<file path="src/hdl/dfilt_pkg.sv">
// dfilt_pkg: shared widths, config register indexes, task record and back-end state codes
// for the depth fringe filter; no dependencies
package dfilt_pkg;

    // field widths
    localparam int DEPTH_W = 16;
    localparam int ROW_W   = 12;
    localparam int COL_W   = 10;
    localparam int FW_W    = 11;
    localparam int THR_W   = 16;

    // config port
    localparam int CFG_IDX_W  = 2;
    localparam int CFG_DATA_W = 16;

    localparam logic [CFG_IDX_W-1:0] CFG_FRAME_WIDTH      = 2'd0;
    localparam logic [CFG_IDX_W-1:0] CFG_FRAME_HEIGHT     = 2'd1;
    localparam logic [CFG_IDX_W-1:0] CFG_FRINGE_THRESHOLD = 2'd2;

    localparam logic [FW_W-1:0]  FRAME_WIDTH_RST      = 11'd640;
    localparam logic [ROW_W-1:0] FRAME_HEIGHT_RST     = 12'd480;
    localparam logic [THR_W-1:0] FRINGE_THRESHOLD_RST = 16'd100;

    // task queue between front and back
    localparam int TASK_DEPTH = 4;
    localparam int TASK_PTR_W = $clog2(TASK_DEPTH);
    localparam int TASK_CNT_W = $clog2(TASK_DEPTH + 1);

    // one pixel of the row above, with its raw 4-neighborhood
    typedef struct packed {
        logic [DEPTH_W-1:0] center;
        logic [DEPTH_W-1:0] up;
        logic [DEPTH_W-1:0] left;
        logic [DEPTH_W-1:0] right;
        logic [DEPTH_W-1:0] down;
        logic [ROW_W-1:0]   row;       // row of the input pixel (below the center)
        logic [COL_W-1:0]   col;
        logic               border;
        logic               last_row;
    } task_t;

    // back end emit phase
    typedef enum logic [1:0] {
        ST_ABOVE = 2'b01,
        ST_SELF  = 2'b10
    } back_state_t;

endpackage

</file>
<file path="src/hdl/dfilt_queue.sv">
// dfilt_queue: small register FIFO of task records between front and back
// depends on dfilt_pkg
module dfilt_queue (
    input  logic                             clk,
    input  logic                             rst_n,
    input  logic                             wr_en,
    input  dfilt_pkg::task_t                 wr_task,
    input  logic                             rd_en,
    output dfilt_pkg::task_t                 rd_task,
    output logic                             rd_valid,
    output logic [dfilt_pkg::TASK_CNT_W-1:0] count
);

    import dfilt_pkg::*;

    task_t                 slot_reg [TASK_DEPTH];
    logic [TASK_PTR_W-1:0] wr_ptr_reg, wr_ptr_next;
    logic [TASK_PTR_W-1:0] rd_ptr_reg, rd_ptr_next;
    logic [TASK_CNT_W-1:0] count_reg, count_next;

    always_comb
    begin
        wr_ptr_next = wr_en ? wr_ptr_reg + TASK_PTR_W'(1) : wr_ptr_reg;
        rd_ptr_next = rd_en ? rd_ptr_reg + TASK_PTR_W'(1) : rd_ptr_reg;
        count_next  = count_reg + TASK_CNT_W'(wr_en) - TASK_CNT_W'(rd_en);
    end

    always_ff @(posedge clk or negedge rst_n)
    begin
        if (!rst_n)
        begin
            wr_ptr_reg <= '0;
            rd_ptr_reg <= '0;
            count_reg  <= '0;
        end
        else
        begin
            wr_ptr_reg <= wr_ptr_next;
            rd_ptr_reg <= rd_ptr_next;
            count_reg  <= count_next;
        end
    end

    always_ff @(posedge clk)
    begin
        if (wr_en)
        begin
            slot_reg[wr_ptr_reg] <= wr_task;
        end
    end

    assign rd_task  = slot_reg[rd_ptr_reg];
    assign rd_valid = (count_reg != '0);
    assign count    = count_reg;

endmodule

</file>
<file path="config.mk">
export PLATFORM = sky130hd
export DESIGN_NAME = dfilt_queue
export DESIGN_NICKNAME = d
export VERILOG_FILES = /design/src/hdl/dfilt_pkg.sv /design/src/hdl/dfilt_queue.sv
export SDC_FILE = /design/constraint.sdc
export NUM_CORES = 1
export LEC_CHECK = 0
export BUFFER_PORTS_ARGS = -buffer_cell sky130_fd_sc_hd__clkbuf_2
export CORE_MARGIN = 2
export CORE_UTILIZATION = 57
export CTS_CLUSTER_SIZE = 14
export DETAILED_ROUTE_END_ITERATION = 8
export MAX_ROUTING_LAYER = met4
export PLACE_DENSITY = 0.8
export SETUP_SLACK_MARGIN = 0.2
export SYNTH_ARGS = -nofsm -noshare
export SYNTH_HDL_FRONTEND = slang
export SYNTH_SLANG_ARGS = --single-unit
export TNS_END_PERCENT = 20
</file>
<file path="constraint.sdc">
create_clock -name clk -period 3.9 [get_ports clk]
set_input_delay 0.78 -clock clk [delete_from_list [all_inputs] [get_ports clk]]
set_output_delay 0.78 -clock clk [all_outputs]
set_load 0.1 [all_outputs]
</file>
==> flow_summary.html, run 1 <==
<table>
<tr><th>Metric</th><th>Value</th></tr>
<tr><th colspan="2">Global routing</th></tr>
<tr><td>Wire length of the first global-routing pass</td><td>44130 µm</td></tr>
<tr><td>Total GRT Usage</td><td>0.2154</td></tr>
<tr><td>Number of global-route vias before repair</td><td>7710</td></tr>
<tr><td>Maximum number of pins on one net before global-route repair</td><td>55</td></tr>
<tr><td>Number of antenna violations at the first check in global routing</td><td>3</td></tr>
<tr><td>GRT overflow</td><td>0</td></tr>
<tr><th colspan="2">Route</th></tr>
<tr><td>Total Routed Length</td><td>28800 µm</td></tr>
<tr><td>ANT nets after route</td><td>0</td></tr>
<tr><td>Met3 Wirelength</td><td>2456 µm</td></tr>
<tr><td>Wire length per cell</td><td>24.02 µm</td></tr>
<tr><td>Vias after detailed routing</td><td>6968</td></tr>
<tr><td>Number of remaining DRC errors</td><td>0</td></tr>
<tr><td>WL met2</td><td>14890 µm</td></tr>
<tr><td>Post-DR vias/cell</td><td>5.812</td></tr>
<tr><td>Top routing layer in use</td><td>met4</td></tr>
<tr><td>Routed length on met1</td><td>10930 µm</td></tr>
<tr><td>DRT Pass-1 Iters</td><td>5</td></tr>
<tr><td>Number of violations reported at the end of detailed-routing iteration 0</td><td>650</td></tr>
<tr><th colspan="2">Synth</th></tr>
<tr><td>Avg Inst Size Synth</td><td>26.65 µm²</td></tr>
<tr><td>Post-synthesis instance area</td><td>15380 µm²</td></tr>
<tr><td>Gate count after technology mapping</td><td>577</td></tr>
<tr><td>Complex-gate fraction of the synthesized area</td><td>0.0003254</td></tr>
<tr><td>Yosys cell types</td><td>17</td></tr>
<tr><td>Simple logic cell fraction of the synthesized area</td><td>0.002522</td></tr>
<tr><td>Dominant combinational cell family by area after synthesis</td><td>multiplexers</td></tr>
<tr><td>Area share of fa/ha/maj cells after synthesis</td><td>0.006183</td></tr>
<tr><td>Total of warnings raised by yosys</td><td>0</td></tr>
<tr><td>Sequential cell area fraction in the yosys report</td><td>0.8237</td></tr>
<tr><td>Number of nets in the synthesized netlist</td><td>692</td></tr>
<tr><td>Multiplexer share of the synthesized area</td><td>0.1523</td></tr>
<tr><td>Xor/xnor share of the synthesized area</td><td>0.002848</td></tr>
<tr><td>Flop and latch count out of synthesis</td><td>423</td></tr>
<tr><th colspan="2">Floorplan</th></tr>
<tr><td>Count of standard-cell rows</td><td>60</td></tr>
<tr><td>Initial cell density of the core</td><td>0.5754</td></tr>
<tr><td>DIE AREA</td><td>28310 µm²</td></tr>
<tr><td>Die X</td><td>168.3 µm</td></tr>
<tr><td>Die Height</td><td>168.3 µm</td></tr>
<tr><td>Core ar.</td><td>26730 µm²</td></tr>
<tr><td>Number of top-level pins</td><td>216</td></tr>
<tr><th colspan="2">Cells and area</th></tr>
<tr><td>Share of final-layout standard cells stronger than drive strength 1</td><td>0.4620</td></tr>
<tr><td>Area added between synthesis and finish</td><td>18.50%</td></tr>
<tr><td>Post-layout instance area</td><td>18220 µm²</td></tr>
<tr><td>Largest register FFs</td><td>416</td></tr>
<tr><td>Final core utilization</td><td>0.6819</td></tr>
<tr><td>Final #Nets</td><td>941</td></tr>
<tr><th colspan="2">Clock network</th></tr>
<tr><td>Clk root buf</td><td>sky130_fd_sc_hd__clkbuf_16</td></tr>
<tr><td>CTS H-tree lvls</td><td>2</td></tr>
<tr><td>Cts hold-fix bufs</td><td>0</td></tr>
<tr><td>Clock transition time at the flip-flop clock pins of the worst setup and hold paths</td><td>0.06 ns</td></tr>
<tr><td>Sink count of the clock tree</td><td>423</td></tr>
<tr><td>CTS tree</td><td>done</td></tr>
<tr><td>Number of buffers on the longest clock path</td><td>3</td></tr>
<tr><td>Number of buffers inserted by post-CTS setup repair</td><td>0</td></tr>
<tr><td>Cts bufs inserted</td><td>42</td></tr>
<tr><td>Number of gates given a new drive strength after cts</td><td>0</td></tr>
<tr><td>Clk Latency, worst-skew pair</td><td>0.51 ns</td></tr>
<tr><th colspan="2">STA</th></tr>
<tr><td>Max Transition Viols Final</td><td>0</td></tr>
<tr><td>Transition at the pin with the smallest max-transition slack</td><td>0.6821 ns</td></tr>
<tr><td>Final hold violation count</td><td>0</td></tr>
<tr><td>Worst clock skew on the final layout</td><td>0.009406 ns</td></tr>
<tr><td>Final period util</td><td>0.8735</td></tr>
<tr><td>Summed negative setup slack over all endpoints</td><td>0 ns</td></tr>
<tr><td>Setup repair after global routing missed its margin</td><td>no</td></tr>
<tr><td>Top achievable clock speed</td><td>293.6 MHz</td></tr>
<tr><td>Final Setup Violations</td><td>0</td></tr>
<tr><td>Minimum period implied by the final worst setup slack</td><td>3.407 ns</td></tr>
<tr><td>Slew HR</td><td>0.5452</td></tr>
<tr><th colspan="2">Placed design</th></tr>
<tr><td>Port-buffer cells</td><td>215</td></tr>
<tr><td>Half-perimeter wire length after detailed placement</td><td>17690 µm</td></tr>
<tr><td>Cell area reported after detailed placement</td><td>16930 µm²</td></tr>
<tr><td>Gp weighted congestion</td><td>0.7496</td></tr>
<tr><th colspan="2">Setup path</th></tr>
<tr><td>Worst-path cell chain</td><td>buf_4, mux4_2, clkbuf_2</td></tr>
<tr><td>Kind of start point of the critical path</td><td>flip-flop</td></tr>
<tr><td>Slowest stage cell on the critical path</td><td>sky130_fd_sc_hd__dfrtp_4</td></tr>
<tr><td>Crit. End Element</td><td>output pin</td></tr>
<tr><td>Worst path arrival time</td><td>2.63 ns</td></tr>
<tr><td>Delay contributed by the slowest stage of the critical path</td><td>0.75 ns</td></tr>
<tr><td>Family of cells with the greatest summed delay on the critical path</td><td>buffers and inverters</td></tr>
<tr><td>Setup Crit Path Kind</td><td>reg2out</td></tr>
<tr><td>Critical path required time</td><td>3.12 ns</td></tr>
<tr><td>Buf/Inv on CP</td><td>2</td></tr>
<tr><td>Start of the worst register-to-register path</td><td>wr_ptr_reg[0]$_DFFE_PN0P_</td></tr>
<tr><td>Critical path startpoint</td><td>rd_ptr_reg[0]$_DFFE_PN0P_</td></tr>
<tr><td>Crit-path max FO</td><td>23</td></tr>
<tr><th colspan="2">Run status</th></tr>
<tr><td>Result of the run</td><td>finished, final reports clean</td></tr>
<tr><th colspan="2">Run</th></tr>
<tr><td>Max-cap check violation count</td><td>0</td></tr>
<tr><th colspan="2">Hold path</th></tr>
<tr><td>Min-delay worst type</td><td>in2async</td></tr>
</table>
==> synth_stat cells <==
cell type	number	share of area
sky130_fd_sc_hd__fa_1	1	0.0013
sky130_fd_sc_hd__buf_4	1	0.00049
sky130_fd_sc_hd__or3_1	1	0.00041
sky130_fd_sc_hd__dfrtp_1	7	0.011
sky130_fd_sc_hd__o21ai_0	1	0.00033
sky130_fd_sc_hd__mux4_2	104	0.15
sky130_fd_sc_hd__xor2_1	3	0.0017
sky130_fd_sc_hd__inv_1	6	0.0015
sky130_fd_sc_hd__nand2_1	2	0.00049
sky130_fd_sc_hd__ha_1	6	0.0049
sky130_fd_sc_hd__clkbuf_1	4	0.00098
sky130_fd_sc_hd__and2_1	4	0.0016
sky130_fd_sc_hd__buf_12	1	0.0013
sky130_fd_sc_hd__edfxtp_1	416	0.81
sky130_fd_sc_hd__xnor2_1	2	0.0011
sky130_fd_sc_hd__buf_6	5	0.0037
sky130_fd_sc_hd__buf_2	13	0.0042
==> cells in the final DEF, fill, tap and decap left out, drive strengths merged <==
cell type,netlist,final
edfxtp,416,416
clkbuf,4,267
mux4,104,104
clkinv,0,15
buf,20,14
inv,6,7
dfrtp,7,7
ha,6,6
and2,4,4
diode,0,3
xor2,3,3
bufinv,0,3
xnor2,2,2
nand2,2,2
clkinvlp,0,2
or3,1,1
o21ai,1,1
fa,1,1
==> worst register-to-register path: stages (launching register included) <==
cell                      delay (ns)
sky130_fd_sc_hd__dfrtp_1        0.42
sky130_fd_sc_hd__inv_1          0.12
sky130_fd_sc_hd__ha_1           0.15
sky130_fd_sc_hd__and2_4         0.58
sky130_fd_sc_hd__buf_4          0.42
==> cells by family (layout without fill, tap and decap cells) <==
kind of cell             after synthesis  after routing
buffers and inverters                 30            308
flip-flops                           423            423
adder cells (fa/ha/maj)                7              7
AND/OR/NAND/NOR                        7              7
XOR/XNOR                               5              5
AO/OA/AOI/OAI                          1              1
other                                  0              3
multiplexers                         104            104
==> final timing paths <==
kind / end / slack, ns / depth (start not counted)
setup / recovery: rd_task[100] / 0.49 / 3
hold / removal: rd_ptr_reg[0]$_DFFE_PN0P_ / 0.11 / 1
setup reg to reg: slot_reg[0][47]$_DFFE_PP_ / 1.87 / 4
hold reg to reg: count[2]$_DFF_PN0_ / 0.51 / 1
max in group asynchronous: rd_ptr_reg[1]$_DFFE_PN0P_ / 3.58 / 1
min in group clk: slot_reg[3][85]$_DFFE_PP_ / 0.47 / 1
==> metrics by stage <==
stage / worst slack, ns / hold slack (ns) / instances
after floorplan: 0.2476 / 0.4844 / 577
after detailed placement: 0.9928 / 0.5006 / 1123
final: 0.4935 / 0.1053 / 1199
after CTS: 0.4248 / 0.09321 / 1196
after global routing: 0.3597 / 0.09814 / 1199
after global placement: 1.014 / 0.4811 / 1123
==> routing by layer <==
layer,vias up,global-route usage
met2,273,0.3557
li1,2995,-
met3,45,0.06982
met5,-,-
met1,3655,0.2616
met4,0,0.05435
==> area by class of cell <==
cell class,instances,area [µm²]
Antenna cell,3,7.507
Clock buffer,52,1110
Clock inverter,21,178.9
Fill cell,1637,8502
Inverter,6,22.52
Multi-Input combinational cell,124,2535
Sequential cell,423,12670
Tap cell,341,426.7
Timing Repair Buffer,229,1269
Power of run 1 is not shown: default switching activity piles up to over one toggle a cycle in this logic, so the estimate is an artifact.
==> run 2, diff against run 1 <==
--- a/config.mk
+++ b/config.mk
@@ -7,11 +7,11 @@
 export LEC_CHECK = 0
 export BUFFER_PORTS_ARGS = -buffer_cell sky130_fd_sc_hd__clkbuf_2
 export CORE_MARGIN = 2
-export CORE_UTILIZATION = 57
+export CORE_UTILIZATION = 51
 export CTS_CLUSTER_SIZE = 14
 export DETAILED_ROUTE_END_ITERATION = 8
 export MAX_ROUTING_LAYER = met4
-export PLACE_DENSITY = 0.8
+export PLACE_DENSITY = 0.76
 export SETUP_SLACK_MARGIN = 0.2
 export SYNTH_ARGS = -nofsm -noshare
 export SYNTH_HDL_FRONTEND = slang
==> constraint.sdc (replaced) <==
create_clock -name clk -period 3 [get_ports clk]
set_input_delay 0.6 -clock clk [delete_from_list [all_inputs] [get_ports clk]]
set_output_delay 0.6 -clock clk [all_outputs]
set_load 0.1 [all_outputs]
==> run 2 against run 1 <==
- global-route usage fell by 3.2 points
- worst hold slack better by 0.20 ns
- critical path depth unchanged
- via count fell by 1.3%
==> flow_summary.html, run 2 (synthesis results as in run 1) <==
<table>
<tr><th>Metric</th><th>Value</th></tr>
<tr><th colspan="2">STA</th></tr>
<tr><td>Worst clock skew on the final layout</td><td>0.01422 ns</td></tr>
<tr><td>Max Transition Viols Final</td><td>0</td></tr>
<tr><td>Final period util</td><td>0.9311</td></tr>
<tr><td>Final Setup Violations</td><td>0</td></tr>
<tr><td>Slew HR</td><td>0.6264</td></tr>
<tr><td>Summed negative setup slack over all endpoints</td><td>0 ns</td></tr>
<tr><td>Top achievable clock speed</td><td>358.0 MHz</td></tr>
<tr><td>Transition at the pin with the smallest max-transition slack</td><td>0.5629 ns</td></tr>
<tr><td>Final hold violation count</td><td>0</td></tr>
<tr><td>Final setup slack of the worst path</td><td>0.2066 ns</td></tr>
<tr><td>Minimum period implied by the final worst setup slack</td><td>2.793 ns</td></tr>
<tr><td>Final hold slack</td><td>0.3010 ns</td></tr>
<tr><td>Setup repair after global routing missed its margin</td><td>yes</td></tr>
<tr><th colspan="2">Placed design</th></tr>
<tr><td>Pre-CTS setup slack</td><td>0.5078 ns</td></tr>
<tr><td>Port-buffer cells</td><td>215</td></tr>
<tr><td>Gp weighted congestion</td><td>0.7152</td></tr>
<tr><td>Half-perimeter wire length after detailed placement</td><td>16510 µm</td></tr>
<tr><th colspan="2">Floorplan</th></tr>
<tr><td>Count of standard-cell rows</td><td>63</td></tr>
<tr><td>DIE AREA</td><td>31560 µm²</td></tr>
<tr><td>Initial cell density of the core</td><td>0.5189</td></tr>
<tr><td>Number of top-level pins</td><td>216</td></tr>
<tr><td>Die Height</td><td>177.7 µm</td></tr>
<tr><td>Core ar.</td><td>29640 µm²</td></tr>
<tr><td>Die X</td><td>177.7 µm</td></tr>
<tr><th colspan="2">Clock network</th></tr>
<tr><td>Clk root buf</td><td>sky130_fd_sc_hd__clkbuf_16</td></tr>
<tr><td>Clock transition time at the flip-flop clock pins of the worst setup and hold paths</td><td>0.06 ns</td></tr>
<tr><td>Number of buffers on the longest clock path</td><td>3</td></tr>
<tr><td>Sink count of the clock tree</td><td>423</td></tr>
<tr><td>Cts bufs inserted</td><td>41</td></tr>
<tr><td>CTS tree</td><td>done</td></tr>
<tr><td>CTS H-tree lvls</td><td>2</td></tr>
<tr><td>Clk Latency, worst-skew pair</td><td>0.51 ns</td></tr>
<tr><th colspan="2">Route</th></tr>
<tr><td>Number of violations reported at the end of detailed-routing iteration 0</td><td>540</td></tr>
<tr><td>DRT Pass-1 Iters</td><td>4</td></tr>
<tr><td>Post-DR vias/cell</td><td>5.498</td></tr>
<tr><td>Wire length per cell</td><td>22.06 µm</td></tr>
<tr><td>Total Routed Length</td><td>27590 µm</td></tr>
<tr><td>Number of remaining DRC errors</td><td>0</td></tr>
<tr><td>ANT nets after route</td><td>0</td></tr>
<tr><td>Vias after detailed routing</td><td>6878</td></tr>
<tr><th colspan="2">Setup path</th></tr>
<tr><td>Delay contributed by the slowest stage of the critical path</td><td>0.54 ns</td></tr>
<tr><td>Slowest stage cell on the critical path</td><td>sky130_fd_sc_hd__mux4_2</td></tr>
<tr><td>Worst-path cell chain</td><td>bufbuf_16, mux4_2, clkbuf_8</td></tr>
<tr><td>Crit-path max FO</td><td>17</td></tr>
<tr><td>Kind of start point of the critical path</td><td>flip-flop</td></tr>
<tr><td>Family of cells with the greatest summed delay on the critical path</td><td>buffers and inverters</td></tr>
<tr><td>Setup Crit Path Kind</td><td>reg2out</td></tr>
<tr><td>Worst path arrival time</td><td>2.19 ns</td></tr>
<tr><td>Crit. End Element</td><td>output pin</td></tr>
<tr><td>Buf/Inv on CP</td><td>2</td></tr>
<tr><td>Critical path required time</td><td>2.40 ns</td></tr>
<tr><th colspan="2">Cells and area</th></tr>
<tr><td>Highest-count cells in the layout ignoring fill and taps</td><td>sky130_fd_sc_hd__edfxtp_1, sky130_fd_sc_hd__clkbuf_2, sky130_fd_sc_hd__mux4_2</td></tr>
<tr><td>Most common cell after layout, fill and taps aside</td><td>sky130_fd_sc_hd__edfxtp_1</td></tr>
<tr><td>Count of filler cells inserted in the layout</td><td>2015</td></tr>
<tr><td>Share of final-layout standard cells stronger than drive strength 1</td><td>0.4557</td></tr>
<tr><td>Storage element area</td><td>12670 µm²</td></tr>
<tr><td>Largest register FFs</td><td>416</td></tr>
<tr><td>Area added between synthesis and finish</td><td>21.36%</td></tr>
<tr><td>Multi-input combinational cell area</td><td>2535 µm²</td></tr>
<tr><td>Final #Nets</td><td>946</td></tr>
<tr><th colspan="2">Hold path</th></tr>
<tr><td>Min-delay worst type</td><td>in2reg</td></tr>
<tr><th colspan="2">Global routing</th></tr>
<tr><td>GRT overflow</td><td>0</td></tr>
<tr><td>Number of global-route vias before repair</td><td>7273</td></tr>
<tr><td>Total GRT Usage</td><td>0.1831</td></tr>
<tr><td>Maximum number of pins on one net before global-route repair</td><td>62</td></tr>
<tr><td>Number of antenna violations at the first check in global routing</td><td>3</td></tr>
<tr><td>Wire length of the first global-routing pass</td><td>41920 µm</td></tr>
<tr><th colspan="2">Run status</th></tr>
<tr><td>Result of the run</td><td>finished, final reports clean</td></tr>
<tr><th colspan="2">Run</th></tr>
<tr><td>Max-cap check violation count</td><td>0</td></tr>
</table>
-- run 2: final cells by class --
| cell class | count | share of cell area |
|---|---|---|
| Antenna cell | 3 | 0.0004023 |
| Clock buffer | 53 | 0.05739 |
| Clock inverter | 17 | 0.003955 |
| Inverter | 6 | 0.001207 |
| Multi-Input combinational cell | 124 | 0.1358 |
| Sequential cell | 423 | 0.6791 |
| Tap cell | 390 | 0.02615 |
| Timing Repair Buffer | 235 | 0.09594 |
-- run 2: layer usage --
layer,vias to the layer above,wire [µm],GRT usage
met5,-,0,-
met4,0,512,0.04372
met3,42,2016,0.04499
met2,215,13940,0.2970
met1,3615,11130,0.2367
li1,3006,-,-
-- run 2: path summary, 6_finish.rpt --
kind / from / endpoint / slack [ns] / depth (start not counted)
worst max register to register: wr_ptr_reg[0]$_DFFE_PN0P_ / slot_reg[0][56]$_DFFE_PP_ / 1.13 / 4
max in group asynchronous: rst_n / rd_ptr_reg[1]$_DFFE_PN0P_ / 2.30 / 2
worst min-delay path: rd_en / rd_ptr_reg[0]$_DFFE_PN0P_ / 0.30 / 2
worst min register to register: count[2]$_DFF_PN0_ / count[2]$_DFF_PN0_ / 0.50 / 1
worst max-delay path: rd_ptr_reg[0]$_DFFE_PN0P_ / rd_task[27] / 0.21 / 3
min in group asynchronous: rst_n / rd_ptr_reg[0]$_DFFE_PN0P_ / 0.49 / 2
-- run 2: repair_timing --
item | 4_1_cts | 5_1_grt
gates cloned | 1 | 0
resized for setup | 116 | 12
hold endpoints to repair | 7 | 0
hold buffers | 1 | 0
setup endpoints to repair | 98 | 93
buffers inserted | 2 | 0
-- run 2: per-stage QoR --
step	cell area, µm²	utilization	instances
after CTS	18650	0.6292	1248
after detailed placement	17070	0.5758	1174
after floorplan	15380	-	577
after global placement	17070	0.5758	1174
final	18660	0.6297	1251
after global routing	18660	0.6297	1251
Power of run 2 is left out for the same reason.
